### src/design/heightmap_max_depositor_defines.svh
// Assertion macros for the height map depositor.
`ifndef HEIGHTMAP_MAX_DEPOSITOR_DEFINES_SVH
`define HEIGHTMAP_MAX_DEPOSITOR_DEFINES_SVH
`ifndef SYNTH
`define HMD_ASSERT_IMP(label, clk, rst, a, c) \
  label: assert property (@(posedge clk) disable iff (rst) (a) |-> (c)) \
    else $error("assertion failed");
`define HMD_ASSERT_NEXT(label, clk, rst, a, c) \
  label: assert property (@(posedge clk) disable iff (rst) (a) |=> (c)) \
    else $error("assertion failed");
`else
`define HMD_ASSERT_IMP(label, clk, rst, a, c)
`define HMD_ASSERT_NEXT(label, clk, rst, a, c)
`endif
`endif

### src/design/hmd_pkg.sv
// Package with types, codes and helpers of the height map depositor.
`default_nettype none
package hmd_pkg;
  localparam int DefMaxColumns = 256;
  localparam int DefMaxRows = 256;
  localparam int GridCells = 65536;
  localparam int IdxW = 16;

  localparam logic [1:0] FUNC_CLEAR = 2'd0;
  localparam logic [1:0] FUNC_DEPOSIT = 2'd1;
  localparam logic [1:0] FUNC_READ = 2'd2;

  localparam logic [2:0] REG_ORIGIN_X = 3'd0;
  localparam logic [2:0] REG_ORIGIN_Y = 3'd1;
  localparam logic [2:0] REG_MAP_WIDTH = 3'd2;
  localparam logic [2:0] REG_MAP_HEIGHT = 3'd3;
  localparam logic [2:0] REG_COLUMNS = 3'd4;
  localparam logic [2:0] REG_ROWS = 3'd5;
  localparam logic [2:0] REG_FLOOR = 3'd6;

  typedef struct packed {
    logic [1:0] func;
    logic signed [31:0] point_x;
    logic signed [31:0] point_y;
    logic signed [31:0] point_z;
    logic [15:0] read_cell;
  } in_item_t;

  typedef struct packed {
    logic in_map;
    logic [15:0] cell_index;
    logic signed [31:0] cell_height;
  } out_item_t;

  // Classified operation handed from the front to the back.
  typedef struct packed {
    logic [1:0] func;
    logic in_map;
    logic [15:0] cell_idx;
    logic signed [31:0] value;
  } op_t;
endpackage
`default_nettype wire

### src/design/hmd_queue.sv
// Short queue between the front and the back.
`default_nettype none
module hmd_queue (
  input wire logic clk,
  input wire logic rst,
  input wire logic push,
  input wire hmd_pkg::op_t push_op,
  output logic full,
  input wire logic pop,
  output logic empty,
  output hmd_pkg::op_t pop_op
);
  import hmd_pkg::*;
  op_t mem [4];
  logic [1:0] wp, rp;
  logic [2:0] count;
  assign empty = (count == 3'd0);
  // Leave room for the one item the front may still hand over.
  assign full = (count >= 3'd3);
  assign pop_op = mem[rp];
  always_ff @(posedge clk) begin
    if (rst) begin
      wp <= '0;
      rp <= '0;
      count <= '0;
    end else begin
      if (push) begin
        mem[wp] <= push_op;
        wp <= wp + 2'd1;
      end
      if (pop) rp <= rp + 2'd1;
      count <= count + 3'(push) - 3'(pop);
    end
  end
endmodule
`default_nettype wire

### config.mk
export PLATFORM = sky130hd
export DESIGN_NAME = hmd_queue
export DESIGN_NICKNAME = d
export VERILOG_FILES = /design/src/design/heightmap_max_depositor_defines.svh /design/src/design/hmd_pkg.sv /design/src/design/hmd_queue.sv
export SDC_FILE = /design/constraint.sdc
export NUM_CORES = 1
export LEC_CHECK = 0
export ABC_AREA = 1
export BUFFER_PORTS_ARGS = -buffer_cell sky130_fd_sc_hd__buf_2
export CAP_MARGIN = 20
export CORE_MARGIN = 5
export CORE_UTILIZATION = 52
export DETAILED_ROUTE_END_ITERATION = 10
export PLACE_DENSITY = 0.86
export SLEW_MARGIN = 20
export SYNTH_ARGS = -nofsm -noshare
export SYNTH_HDL_FRONTEND = slang
export SYNTH_SLANG_ARGS = --single-unit
### constraint.sdc
create_clock -name clk -period 3.15 [get_ports clk]
set_input_delay 0.4725 -clock clk [delete_from_list [all_inputs] [get_ports clk]]
set_output_delay 0.4725 -clock clk [all_outputs]
set_load 0.005 [all_outputs]
# Word level (Yosys, flattened, before mapping)

Memories as Yosys holds them, arrays and structs flattened. A register that Yosys moved wholly into a read port is not among the register bits.
Cells that the tools add are included.

Register bits: 7
RAM bits: 204
Input port bits: 55
Output and inout port bits: 53
Logic and storage cells: 15
Memories kept: 1

Memories:

| name | words | width | read ports | clocked after memory_dff | wr ports | line            | text |
|---|---|---|---|---|---|---|---|
| mem  | 4     | 51    | 1          | 1                        | 1        | hmd_queue.sv:14 | `op_t mem [4];` |

Add/sub/neg operators: 4
Order comparisons: 1
Mux-type cells: 5
Reduce and logical (&&, ||, !) cells: 1

Operators with widths:

| kind                                                 | count |
|---|---|
| adder 2 x 1 -> 2 bit (second input constant)         | 2 |
| 2-to-1 mux 2 bit                                     | 2 |
| adder 3 x 1 -> 3 bit                                 | 1 |
| >= comparator 3 x 2 -> 1 bit (second input constant) | 1 |
| zero test 3 bit                                      | 1 |
| 2-to-1 mux 1 bit                                     | 3 |
| subtractor 3 x 1 -> 3 bit                            | 1 |

# Depth between registers and ports, before layout

Word-level depth: 3
Gate-level depth with buffers: 7
Gate-level depth less buffers: 7

# Least setup slack after synthesis

No wires, ideal clock.

Path type: input-to-reg
From: input port rst
To: memory mem[0][0] in the netlist's numbering (enable)
Setup time: 0.460 ns
Data arrival time: 2.766 ns
Data required time: 2.690 ns
Path slack: -0.075 ns
Stages on the path: 3
Buffers on the path: 0
Path through: inv_2 nand2_1 nor2_1

Word-level cells in the longest chain between the ends: 2

Ends and longest elaborated chain:

| item                                   | line            | text |
|---|---|---|
| from (decl)                            | hmd_queue.sv:5  | `input wire logic rst,` |
| 2-to-1 mux 1 bit                       | hmd_queue.sv:22 | `if (rst) begin` |
| 2-to-1 mux 1 bit (not written as such) | hmd_queue.sv:28 | `mem[wp] <= push_op;` |
| to (decl)                              | hmd_queue.sv:14 |  |

Every way passes these cells.

==> flow_summary.json <==
{
  "status": "finished clean",
  "via_per_inst": 4.78,
  "power_frac_clock_pct": 40.7,
  "postCtsHoldBufs": 0,
  "worstSkewPairLatency_ns": 0.49,
  "drt_iter0_markers": 422,
  "ys_ff_latch": 213,
  "synth-main-ff-cell": "edfxtp_1",
  "path_clk_slew_ns": 0.06,
  "clock.fmax_ghz": 0.394,
  "final_area_um2": 10600,
  "cts_setup_buffers": 0,
  "cts_buffers": 22,
  "finalPower_mw": 6.38,
  "rr_startpoint": "count[0]",
  "path_class": "reg2out",
  "hpwl_um": 10100,
  "num_antenna_cells": 0,
  "synth_nets": 923,
  "finalCriticalPeriod_ns": 2.54,
  "grt_first_pass_wirelength_um": 28300,
  "hp-class": "in2reg",
  "p_leak_nw": 4.89,
  "synth_common_cells": "nand2_1, inv_1, edfxtp_1",
  "pwr-share-comb_pct": 8.7,
  "io_buffers": 107,
  "finalClockSkew_ns": 0.0125,
  "syn-instance-count": 860,
  "drtPass1Iterations": 5,
  "synth_area_leaders": "edfxtp_1, nand2_1, inv_1",
  "gp_congestion": 0.739,
  "n_fill_cell": 1313,
  "rrSetupSlack_ns": 1.55,
  "dp.cells": 1169,
  "synth.avg_cell_area_um2": 10.5,
  "relSlewSlack_pct": 56.5,
  "clock-sinks": 213,
  "cp-end-kind": "output port",
  "grt.overflow.total": 0,
  "p_int_mw": 5.02,
  "layout-drive-gt1-share_pct": 16.2,
  "vias": 5776,
  "period_share_pct": 80.7,
  "path_max_fanout": 102,
  "min_path_cells": 1,
  "finalSetupViolCount": 0,
  "r2r-end": "count[2]",
  "grt_max_degree": 103,
  "finish.utilization_pct": 61.5,
  "finalHoldViolCount": 0,
  "area_growth_pct": 16.7,
  "final_cells": 1208,
  "yosysTopAreaCell": "edfxtp_1",
  "clockBufferDepth": 3,
  "switchingPower_mw": 1.36,
  "netlist_area_um2": 9050,
  "core_area_um2": 17200,
  "grt_pass1_vias": 5918,
  "cts.repair.resized": 0,
  "dpl_cell_area_um2": 9820,
  "timing.hold.ws_ns": 0.193,
  "layout.nets": 1031,
  "netlist.area_leader.share_pct": 67.7,
  "maxCapViolCount": 0,
  "arrival_ns": 2.07,
  "ios": 108,
  "yosysMostFrequentCell": "nand2_1",
  "die_area_um2": 20100,
  "seqPwrFrac_pct": 50.6,
  "grt_usage_pct": 17.5,
  "die_w_um": 142,
  "synth_edf_count": 204,
  "ir_worst_vdd_mv": 0.396,
  "hp-start": "push_op[2]",
  "synth_cell_types": 17,
  "ys_async_sr_fraction_pct": 0,
  "cp-start-kind": "register",
  "worst_slew_pin_slew_ns": 0.652,
  "routed_wl_um": 17300,
  "dieHeight_um": 142,
  "synth_warnings": 0,
  "cts-htree-levels": 1,
  "reg2reg_depth": 7,
  "post_drt_wl_per_cell_um": 14.3,
  "ant_nets": 0,
  "p_sw_share_pct": 21.3,
  "start_util_pct": 52.7,
  "antenna_found_initial": 1,
  "seq_area_frac_synth_pct": 69.7,
  "root_buffer": "clkbuf_16",
  "hold_end": "mem[1][2]",
  "row_count": 48,
  "power_density_nw_per_um2": 604,
  "remaining_drc_errors": 0,
  "slew_violations": 0,
  "rsz0062_at_grt": "no",
  "cts_tree": "yes",
  "crit_required_ns": 2.68
}
==> how the worst max path moves through the flow <==
stage / end / slack, ns / cells past startpoint
floorplan: mem[0][0] / -0.08 / 3
global placement: pop_op[7] / 1.21 / 6
detailed placement: pop_op[16] / 1.16 / 6
CTS: pop_op[16] / 0.62 / 6
global route: pop_op[37] / 0.48 / 6
finish: pop_op[37] / 0.61 / 6
==> power groups by stage <==
stage	clock network [mW]	logic, mW	registers [mW]
after floorplan	0	0.337	3.28
after detailed placement	0	0.557	3.29
final	2.60	0.552	3.23
after CTS	2.66	0.561	3.23
after global routing	2.77	0.631	3.24
after global placement	0	0.536	3.28
==> routing by layer <==
layer	vias up	global-route usage, %	part of all wire (%)
met5	-	0	0.075
met2	147	31.5	52
met4	2	4.44	1.4
li1	2884	-	-
met1	2719	20.9	39
met3	24	4.55	7.5
==> worst max-delay path, cell delays in order, from the launching register on <==
cell and delay [ns]:
dfxtp_4 0.64, clkinv_2 0.14, buf_12 0.24, nand2_1 0.13
nand3_1 0.07, nand2_1 0.13, buf_2 0.13
==> kinds of logic (layout without fill, tap and decap cells) <==
logic type               Yosys count  after routing  synth area share (%)
AND/OR/NAND/NOR                  380            380                  17.2
AO/OA/AOI/OAI                      3              3                 0.166
buffers and inverters            255            378                  11.6
XOR/XNOR                           1              1                0.0968
adder cells (fa/ha/maj)            8              8                  1.19
flip-flops                       213            213                  69.7
==> cell type report <==
class	count	area (um^2)	share of cell area, %
clock inverters	9	118	1.11
repair buffers	117	673	6.38
inverters	222	835	7.90
flip-flops and latches	213	6310	59.8
multi-input cells	392	1720	16.3
clock buffers	30	622	5.89
well taps	225	282	2.67
==> cells in the final DEF (no fill, tap or decap), types with 2 or more instances in the layout <==
cell type and n:
clkbuf_8 2, buf_4 5, ha_1 7, nand3_1 104
o21ai_0 2, nor2_4 4, dfxtp_1 7, clkbuf_16 23
nand2_1 262, inv_1 218, clkbuf_1 5, inv_2 3
clkinv_2 5, buf_12 5, edfxtp_1 204, bufinv_16 3
clkinv_1 2, nor2_1 9, buf_2 107
==> metrics by stage <==
stage | setup slack, ns | TNS [ns]
finish | 0.609 | 0
global route | 0.480 | 0
CTS | 0.615 | 0
detailed placement | 1.16 | 0
global placement | 1.21 | 0
floorplan | -0.0753 | -15.36
==> state kept, by name, indices dropped and copies added (netlist names), named ones only <==
name	flops
count	3
mem	204
rp	2
wp	2
No activity file was read; power rests on OpenSTA's default activity.
