[config.mk]
export PLATFORM = sky130hd
export DESIGN_NAME = hmd_front
export DESIGN_NICKNAME = d
export VERILOG_FILES = /design/src/design/heightmap_max_depositor_defines.svh /design/src/design/hmd_pkg.sv /design/src/design/hmd_front.sv
export SDC_FILE = /design/constraint.sdc
export NUM_CORES = 2
export LEC_CHECK = 0
export ABC_AREA = 1
export BUFFER_PORTS_ARGS = -buffer_cell sky130_fd_sc_hd__buf_2
export CAP_MARGIN = 30
export CORE_ASPECT_RATIO = 2
export CORE_MARGIN = 2
export CORE_UTILIZATION = 62
export CTS_BUF_LIST = sky130_fd_sc_hd__clkbuf_4
export CTS_CLUSTER_DIAMETER = 50
export DETAILED_ROUTE_END_ITERATION = 6
export GPL_TIMING_DRIVEN = 0
export PLACE_DENSITY = 0.95
export SYNTH_ARGS = -nofsm -noshare
export SYNTH_HDL_FRONTEND = slang
export SYNTH_SLANG_ARGS = --single-unit
[constraint.sdc]
create_clock -name clk -period 10.03 [get_ports clk]
set_input_delay 2.006 -clock clk [delete_from_list [all_inputs] [get_ports clk]]
set_output_delay 2.006 -clock clk [all_outputs]
set_load 0.02 [all_outputs]
[src/design/heightmap_max_depositor_defines.svh]
// Assertion macros for the height map depositor.
`ifndef HEIGHTMAP_MAX_DEPOSITOR_DEFINES_SVH
`define HEIGHTMAP_MAX_DEPOSITOR_DEFINES_SVH
`ifndef SYNTH
`define HMD_ASSERT_IMP(label, clk, rst, a, c) \
  label: assert property (@(posedge clk) disable iff (rst) (a) |-> (c)) \
    else $error("assertion failed");
`define HMD_ASSERT_NEXT(label, clk, rst, a, c) \
  label: assert property (@(posedge clk) disable iff (rst) (a) |=> (c)) \
    else $error("assertion failed");
`else
`define HMD_ASSERT_IMP(label, clk, rst, a, c)
`define HMD_ASSERT_NEXT(label, clk, rst, a, c)
`endif
`endif

[src/design/hmd_pkg.sv]
// Package with types, codes and helpers of the height map depositor.
`default_nettype none
package hmd_pkg;
  localparam int DefMaxColumns = 256;
  localparam int DefMaxRows = 256;
  localparam int GridCells = 65536;
  localparam int IdxW = 16;

  localparam logic [1:0] FUNC_CLEAR = 2'd0;
  localparam logic [1:0] FUNC_DEPOSIT = 2'd1;
  localparam logic [1:0] FUNC_READ = 2'd2;

  localparam logic [2:0] REG_ORIGIN_X = 3'd0;
  localparam logic [2:0] REG_ORIGIN_Y = 3'd1;
  localparam logic [2:0] REG_MAP_WIDTH = 3'd2;
  localparam logic [2:0] REG_MAP_HEIGHT = 3'd3;
  localparam logic [2:0] REG_COLUMNS = 3'd4;
  localparam logic [2:0] REG_ROWS = 3'd5;
  localparam logic [2:0] REG_FLOOR = 3'd6;

  typedef struct packed {
    logic [1:0] func;
    logic signed [31:0] point_x;
    logic signed [31:0] point_y;
    logic signed [31:0] point_z;
    logic [15:0] read_cell;
  } in_item_t;

  typedef struct packed {
    logic in_map;
    logic [15:0] cell_index;
    logic signed [31:0] cell_height;
  } out_item_t;

  // Classified operation handed from the front to the back.
  typedef struct packed {
    logic [1:0] func;
    logic in_map;
    logic [15:0] cell_idx;
    logic signed [31:0] value;
  } op_t;
endpackage
`default_nettype wire

[src/design/hmd_front.sv]
// Front end: accepts items, maps deposit points to cells with a serial divider.
`default_nettype none
module hmd_front #(
  parameter int MAX_COLUMNS = hmd_pkg::DefMaxColumns,
  parameter int MAX_ROWS = hmd_pkg::DefMaxRows
) (
  input wire logic clk,
  input wire logic rst,
  input wire logic valid,
  output logic stall,
  input wire hmd_pkg::in_item_t item,
  input wire logic signed [31:0] origin_x,
  input wire logic signed [31:0] origin_y,
  input wire logic [30:0] map_width,
  input wire logic [30:0] map_height,
  input wire logic [8:0] columns,
  input wire logic [8:0] rows,
  input wire logic signed [31:0] floor_height,
  output logic op_valid,
  input wire logic op_full,
  output hmd_pkg::op_t op
);
  import hmd_pkg::*;
  localparam int CW = $clog2(MAX_COLUMNS + 1);
  localparam int RW = $clog2(MAX_ROWS + 1);
  localparam int NW = (CW > RW) ? CW : RW;
  // Dividend is d*count, at most 31+NW bits; quotient fits in NW bits after clamp
  // but for a point in the map the raw quotient of d*count/extent is at most count.
  localparam int DW = 31 + NW;
  localparam int STEPS = NW + 1;
  localparam int SW = $clog2(DW + 1);

  typedef enum logic [3:0] {
    S_IDLE = 4'b0001, S_MUL = 4'b0010, S_DIV = 4'b0100, S_OUT = 4'b1000
  } state_t;
  state_t state;

  logic [NW-1:0] cols, rws;
  always_comb begin
    if (columns == 9'd0) cols = NW'(1);
    else if (32'(columns) > 32'(MAX_COLUMNS)) cols = NW'(MAX_COLUMNS);
    else cols = NW'(columns);
    if (rows == 9'd0) rws = NW'(1);
    else if (32'(rows) > 32'(MAX_ROWS)) rws = NW'(MAX_ROWS);
    else rws = NW'(rows);
  end

  logic signed [32:0] dx, dy;
  assign dx = 33'(item.point_x) - 33'(origin_x);
  assign dy = 33'(origin_y) - 33'(item.point_y);

  in_item_t held;
  logic signed [32:0] held_dy;
  logic axis;           // 0 x, 1 y
  logic ok;
  logic [30:0] dval;
  logic [DW-1:0] prod;
  logic [DW:0] rem;
  logic [NW:0] quo;
  logic [SW-1:0] step;
  logic [NW-1:0] col;
  logic [NW-1:0] cnt;
  logic [30:0] ext;

  // The y offset of the item being worked on; the input port has moved on by then.
  assign held_dy = 33'(origin_y) - 33'(held.point_y);

  assign cnt = axis ? rws : cols;
  assign ext = axis ? map_height : map_width;

  logic [NW:0] qcl;
  assign qcl = (quo > (NW+1)'(cnt - NW'(1))) ? (NW+1)'(cnt - NW'(1)) : quo;

  logic [2*NW-1:0] idx_full;
  assign idx_full = (2*NW)'(qcl[NW-1:0]) * (2*NW)'(cols) + (2*NW)'(col);

  assign stall = (state != S_IDLE) || op_full;

  // Long division of d*count by extent, bit-serial; quotient bits are kept from the last
  // NW+1 steps only. prod shifts the dividend out at the top and rem the running remainder.
  always_ff @(posedge clk) begin
    if (rst) begin
      state <= S_IDLE;
      op_valid <= 1'b0;
    end else begin
      op_valid <= 1'b0;
      case (state)
        S_IDLE: begin
          if (valid && !op_full) begin
            held <= item;
            if (item.func == FUNC_DEPOSIT) begin
              ok <= !dx[32] && !dy[32] && (dx <= 33'(map_width))
                    && (dy <= 33'(map_height));
              axis <= 1'b0;
              dval <= dx[30:0];
              state <= S_MUL;
            end else begin
              op_valid <= 1'b1;
              op.func <= item.func;
              op.in_map <= 1'b0;
              op.cell_idx <= (item.func == FUNC_READ) ? item.read_cell : 16'd0;
              op.value <= (item.func == FUNC_CLEAR) ? floor_height : 32'sd0;
            end
          end
        end
        S_MUL: begin
          prod <= DW'(dval) * DW'(cnt);
          rem <= '0;
          quo <= '0;
          step <= '0;
          state <= S_DIV;
        end
        S_DIV: begin
          if (ext == 31'd0) begin
            quo <= '0;
            state <= S_OUT;
          end else begin
            // Bring down enough bits: process the top bits of prod serially.
            rem <= {rem[DW-1:0], prod[DW-1]};
            prod <= {prod[DW-2:0], 1'b0};
            if (32'(step) >= 32'(DW - STEPS)) begin
              if ({rem[DW-1:0], prod[DW-1]} >= (DW+1)'(ext)) begin
                rem <= {rem[DW-1:0], prod[DW-1]} - (DW+1)'(ext);
                quo <= {quo[NW-1:0], 1'b1};
              end else begin
                quo <= {quo[NW-1:0], 1'b0};
              end
            end
            step <= step + SW'(1);
            if (32'(step) == 32'(DW - 1)) state <= S_OUT;
          end
        end
        default: begin
          if (!axis) begin
            col <= qcl[NW-1:0];
            axis <= 1'b1;
            dval <= held_dy[30:0];
            state <= S_MUL;
          end else begin
            op_valid <= 1'b1;
            op.func <= FUNC_DEPOSIT;
            op.in_map <= ok;
            op.cell_idx <= ok ? idx_full[IdxW-1:0] : 16'd0;
            op.value <= held.point_z;
            state <= S_IDLE;
          end
        end
      endcase
    end
  end
endmodule
`default_nettype wire

Word-level counts from Yosys, hierarchy flattened:

Cells that the tools add are included.

* add/sub/neg operators: 7
* equal/unequal tests: 14
* $lt $le $gt $ge: 7
* muxes and demuxes: 43
* reductions and logical operators: 25
* bitwise operators: 4
* $mul: 2

Operators by type and width (count)
* $mux W40: 4
* $pmux W40 S2: 2
* $mux W51: 3
* $mux W31: 4
* $pmux W51 S2: 1
* $le A33 B31 Y1: 2
* $sub A32 B32 Y33: 2
* $pmux W31 S2: 1
* $mux W9: 6
* $ge A41 B31 Y1: 1
* $mul A31 B9 Y40: 1
* $sub A40 B31 Y40: 1
* $mux W16: 2
* $mux W32: 1
* $logic_not A31 Y1: 1
* $sub A31 B31 Y31: 1
* $mux W10: 2
* $pmux W10 S2: 1
* $gt A9 B9 Y1 const B: 2
* $logic_not A9 Y1: 2
* $add A16 B9 Y16: 1
* $mul A9 B9 Y16: 1
* $mux W4: 4
* $reduce_and A3 Y1: 5
* 30 further kinds: 51

* input port bits: 294
* logic and storage cells: 118
* output and inout port bits: 53
* bits in registers: 257

Depth between registers and ports, before layout:

* depth in word-level cells: 12
* mapped depth: 50
* depth with buffers taken out: 49

Worst setup path before layout:

Ideal clock, no wire load.

* path kind: input port to flip-flop
* start: in columns[8]
* end: reg op[47] (netlist name), data pin
* stages on the path: 46
* setup time: 0.254 ns
* data required time: 9.776 ns
* path buffers: 2
* arrival: 8.678 ns
* slack: 1.098 ns
* cells stage by stage: inv_2 -> buf_6 -> nand3_1 -> nand3_1 -> nand2_2 -> ha_1 -> nand2_1 -> nor2_2 -> nand2_2 -> xor2_2 -> ha_1 -> nand2_1 -> nor2_1 -> nand2_1 -> nor2_1 -> o21ai_0 -> nand3_1 -> nand2_1 -> [10 not listed] -> fa_1 -> inv_1 -> fa_1 -> inv_1 -> ha_1 -> nand2_1 -> nor2_1 -> nand3_1 -> nand3_1 -> a21oi_1 -> o21bai_1 -> nand2_1 -> nand2_1 -> nand2_1 -> nand2_1 -> nand3_1 -> nand3_1 -> nand2_1

* longest elaborated chain between the ends: 12
* elaborated cells on any way between the ends: 13
* classes of those cells: add/sub (2); mul (1); order compare (2); mux (7); reduce/logical (1)

RTL lines
* start: declaration: RTL line hmd_front.sv:16 `input wire logic [8:0] columns,`
* $gt A9 B9 Y1: RTL line hmd_front.sv:41 `else if (32'(columns) > 32'(MAX_COLUMNS)) cols = NW'(MAX_COLUMNS);`
* $mux W9: RTL line hmd_front.sv:41
* $mux W9 *: RTL line hmd_front.sv:40 `if (columns == 9'd0) cols = NW'(1);`
* $mux W9 *: RTL line hmd_front.sv:68 `assign cnt = axis ? rws : cols;`
* $sub A9 B1 Y10 *: RTL line hmd_front.sv:72 `assign qcl = (quo > (NW+1)'(cnt - NW'(1))) ? (NW+1)'(cnt - NW'(1)) : quo;`
* $gt A10 B10 Y1: RTL line hmd_front.sv:72
* $mux W9 *: RTL line hmd_front.sv:72
* via qcl[5]: RTL line hmd_front.sv:71 `logic [NW:0] qcl;`
* $mul A9 B9 Y16 *: RTL line hmd_front.sv:75 `assign idx_full = (2*NW)'(qcl[NW-1:0]) * (2*NW)'(cols) + (2*NW)'(col);`
* $add A16 B9 Y16 *: RTL line hmd_front.sv:75
* $mux W16 *: RTL line hmd_front.sv:143 `op.cell_idx <= ok ? idx_full[IdxW-1:0] : 16'd0;`
* $mux W51 *: RTL line hmd_front.sv:134 `if (!axis) begin`
* $pmux W51 S2 *: RTL line hmd_front.sv:87 `case (state)`
* end: declaration: RTL line hmd_front.sv:21 `output hmd_pkg::op_t op`

Mark *: on every way through the listed nets, which the timed path passes. The rest lies on a longest branch. The select of a mux whose other input is x is not followed.
A chain may end at the register's enable or synchronous reset.

Worst setup path in the final report:

* start: in columns[5]
* end: reg op[47] (netlist name), data pin

Same word-level chain as after synthesis.

==> results_tabular.tex <==
\begin{tabular}{lr}
\hline
Metric & Value \\
\hline
\multicolumn{2}{l}{\textbf{Routing}} \\
Vias & 31722 \\
WL/cell & 23.6 um \\
Total wirelength of the detailed-routed design & 123 mm \\
Number of antenna-violating nets in the routed design & 0 \\
Post-detailed-route via-to-cell ratio & 6.10 \\
Number of DRC markers in iteration 0 & 3007 \\
Post-route DRC & 0 \\
Number of detailed-route iterations in the first pass & 6 \\
\multicolumn{2}{l}{\textbf{Critical path}} \\
Cell at the slowest stage of the critical path & fa\_1 \\
Largest stage delay, worst path & 0.55 ns \\
Data arrival, critical path & 10.18 ns \\
Maximum fanout encountered on the critical timing path & 10 \\
Cell with the most instances on the worst path & nand2\_1 \\
Critical Path Sink Type & flop \\
Class of the most critical setup path & in2reg \\
Launching element type of the critical path & input pin \\
Largest delay share family, worst path & adder cells \\
Buf+Inv Stages, Crit Path & 8 \\
CP required & 10.68 ns \\
\multicolumn{2}{l}{\textbf{Global routing}} \\
GRT Overall Usage & 0.469 \\
Number of global-route vias before repair & 32636 \\
Initial antenna violation count & 16 \\
Wire length of the first global-routing pass & 182 mm \\
Largest net degree at the start of global routing & 49 \\
Sum of overflow across all layers after global routing & 0 \\
\multicolumn{2}{l}{\textbf{Synthesis}} \\
Post-synthesis average cell area & 7.75 um2 \\
Flop and latch count out of synthesis & 257 \\
Fraction of synthesized cell area taken by the top area cell type & 0.240 \\
Top post-synthesis cells by area & edfxtp\_1 24\%, fa\_1 17\%, ha\_1 12\% \\
Synthesized Nets & 4928 \\
Number of enable-type register cells in the synthesized netlist & 252 \\
Async set-reset flop share out of synthesis & 0 \\
Number of cells produced by synthesis & 4068 \\
Netlist cell types & 68 \\
Sequential fraction of the synthesis area & 0.243 \\
Top FF cell, synth & edfxtp\_1 \\
Most common library cells after synthesis & 893 x nand2\_1, 691 x inv\_1, 432 x nor2\_1 \\
Synth Cell Area & 31500 um2 \\
Most frequent cell after synthesis & nand2\_1 \\
Post-synthesis cell type with the largest combined area & edfxtp\_1 \\
Synth warn & 0 \\
\multicolumn{2}{l}{\textbf{Floorplan}} \\
Core Box Area & 50100 um2 \\
Overall die area & 52700 um2 \\
Initial Utilization & 0.629 \\
Horizontal die dimension & 163 um \\
Die height & 323 um \\
Standard-cell row count & 116 \\
Boundary Pins & 347 \\
\multicolumn{2}{l}{\textbf{Finish}} \\
Ratio of cells with drive above 1 in the final layout & 0.120 \\
Layout-stage area growth over the synthesis result & 11.5\% \\
Final design utilization & 0.702 \\
\# nets final & 5345 \\
\multicolumn{2}{l}{\textbf{STA}} \\
Slew @ Worst Pin & 1.11 ns \\
Rel. slew slack & 0.254 \\
Minimum clock period after layout & 9.52 ns \\
Number of setup violations in the final report & 0 \\
Worst Skew & 0.0762 ns \\
Fin Setup TNS & 0 ns \\
Number of pins with negative max-slew slack in the final report & 0 \\
Final Hold Violating Endpoints & 0 \\
Post-route worst hold slack & 0.522 ns \\
Final worst path period share & 0.950 \\
Highest clock rate & 0.105 GHz \\
\multicolumn{2}{l}{\textbf{Placed design}} \\
Port Buffers & 345 \\
RD Place Congestion & 1.09 \\
Sum of net half-perimeters after detailed placement & 101 mm \\
\multicolumn{2}{l}{\textbf{Clock network}} \\
TritonCTS clock tree & yes \\
Maximum clock path buffer count & 3 \\
Clock insertion delay at the later pin of the skew report & 0.90 ns \\
Level count of the clock H-tree & 2 \\
TritonCTS sink count & 257 \\
Total CTS buffers & 60 \\
CTS clock-pin slew for the worst setup and hold paths & 0.08 ns \\
Buffer type at the clock tree root & clkbuf\_4 \\
\multicolumn{2}{l}{\textbf{Status}} \\
Result of the run & finished clean \\
\multicolumn{2}{l}{\textbf{Run}} \\
MaxCap Viol Count & 0 \\
\multicolumn{2}{l}{\textbf{Power and ir drop}} \\
Peak VDD IR & 442 uV \\
Static leakage & 17.8 nW \\
Total power density per cell area & 338 nW/um2 \\
\multicolumn{2}{l}{\textbf{Worst hold path}} \\
Kind of path behind the tightest hold check & reg2reg \\
\hline
\end{tabular}
==> per-stage QoR <==
stage	area, um2	std cells	total power (W)	worst slack (ns)
final	35100	5201	0.0119	0.506
after global routing	35100	5191	0.0128	-0.00248
after CTS	35100	5182	0.0113	0.0704
after detailed placement	34200	5069	0.0103	-0.802
after global placement	34000	5062	0.0101	-0.742
after floorplan	31500	4068	0.00766	1.10
==> state kept, by name, indices dropped and copies added (netlist names) <==
signal	cells
state	4
prod	40
dval	31
op_valid	1
quo	10
op	51
held	63
col	9
step	6
axis	1
ok	1
rem	40
==> layer usage <==
metal,vias up,routed length [um],track usage
li1,14080,-,-
met1,14680,36000,0.438
met2,2086,58300,0.782
met3,868,12400,0.147
met4,8,16100,0.475
met5,-,53,0
==> power breakdown <==
part	total, W	internal (W)	switching (W)
clock	0.000966	0.000446	0.000520
combinational	0.00924	0.00311	0.00613
sequential	0.00168	0.00158	0.0000995
==> worst min-delay path: cells and delay by family (launching register included) <==
kind / cells / cell delay, ns
and+or+nand+nor: 2 / 0.10
DFF: 1 / 0.32
==> path summary, 6_finish.rpt <==
path,start,end,slack (ns),depth (start not counted)
setup / recovery,columns[5],op[47]$_DFFE_PP_,0.51,48
hold / removal,held[46]$_DFFE_PP_,op[30]$_DFFE_PP_,0.52,2
setup reg to reg,axis$_DFFE_PP_,op[47]$_DFFE_PP_,1.44,45
hold reg to reg,held[46]$_DFFE_PP_,op[30]$_DFFE_PP_,0.52,2
==> cells by family (layout without fill, tap and decap cells) <==
kind of cell | count (synthesis) | after routing | share of synthesized area
buffers and inverters | 785 | 1253 | 0.0956
and+or+nand+nor | 1672 | 1672 | 0.219
other | 1 | 17 | 0.000119
xor gates and xnor gates | 129 | 129 | 0.0361
AOI/OAI and AO/OA | 655 | 655 | 0.117
muxes | 3 | 3 | 0.00103
DFF | 257 | 257 | 0.243
adders and majority gates | 566 | 566 | 0.287
==> placed cells by master, fill, tap and decap left out, types with 19 or more instances in the layout <==
cell type,Yosys,routed
nand2_1,893,892
inv_1,691,689
nor2_1,432,431
buf_2,8,354
ha_1,304,304
fa_1,262,262
a21oi_1,259,258
edfxtp_1,252,252
o21ai_0,231,230
nand3_1,182,182
xor2_1,92,91
clkbuf_4,0,77
clkbuf_1,59,59
nor3_1,43,43
nand4_1,39,39
xnor2_1,36,36
a21o_1,32,32
or2_2,21,21
a31oi_1,21,21
o21bai_1,20,20
o21ai_1,19,19
clkinv_1,1,19
==> timing repair <==
action	4_1_cts	5_1_grt
endpoints found under the setup margin	0	5
gates resized for setup	0	6
hold buffers	0	0
buffers inserted	0	1
==> area by class of cell <==
| cell class | instances | area [um2] |
|---|---|---|
| Antenna cell | 16 | 40.0 |
| Buffer | 85 | 385 |
| Clock buffer | 77 | 578 |
| Clock inverter | 36 | 243 |
| Fill cell | 4117 | 14900 |
| Inverter | 700 | 2630 |
| Multi-Input combinational cell | 3026 | 20900 |
| Sequential cell | 257 | 7670 |
| Tap cell | 649 | 812 |
| Timing Repair Buffer | 355 | 1910 |
No activity file was read; power rests on OpenSTA's default activity.
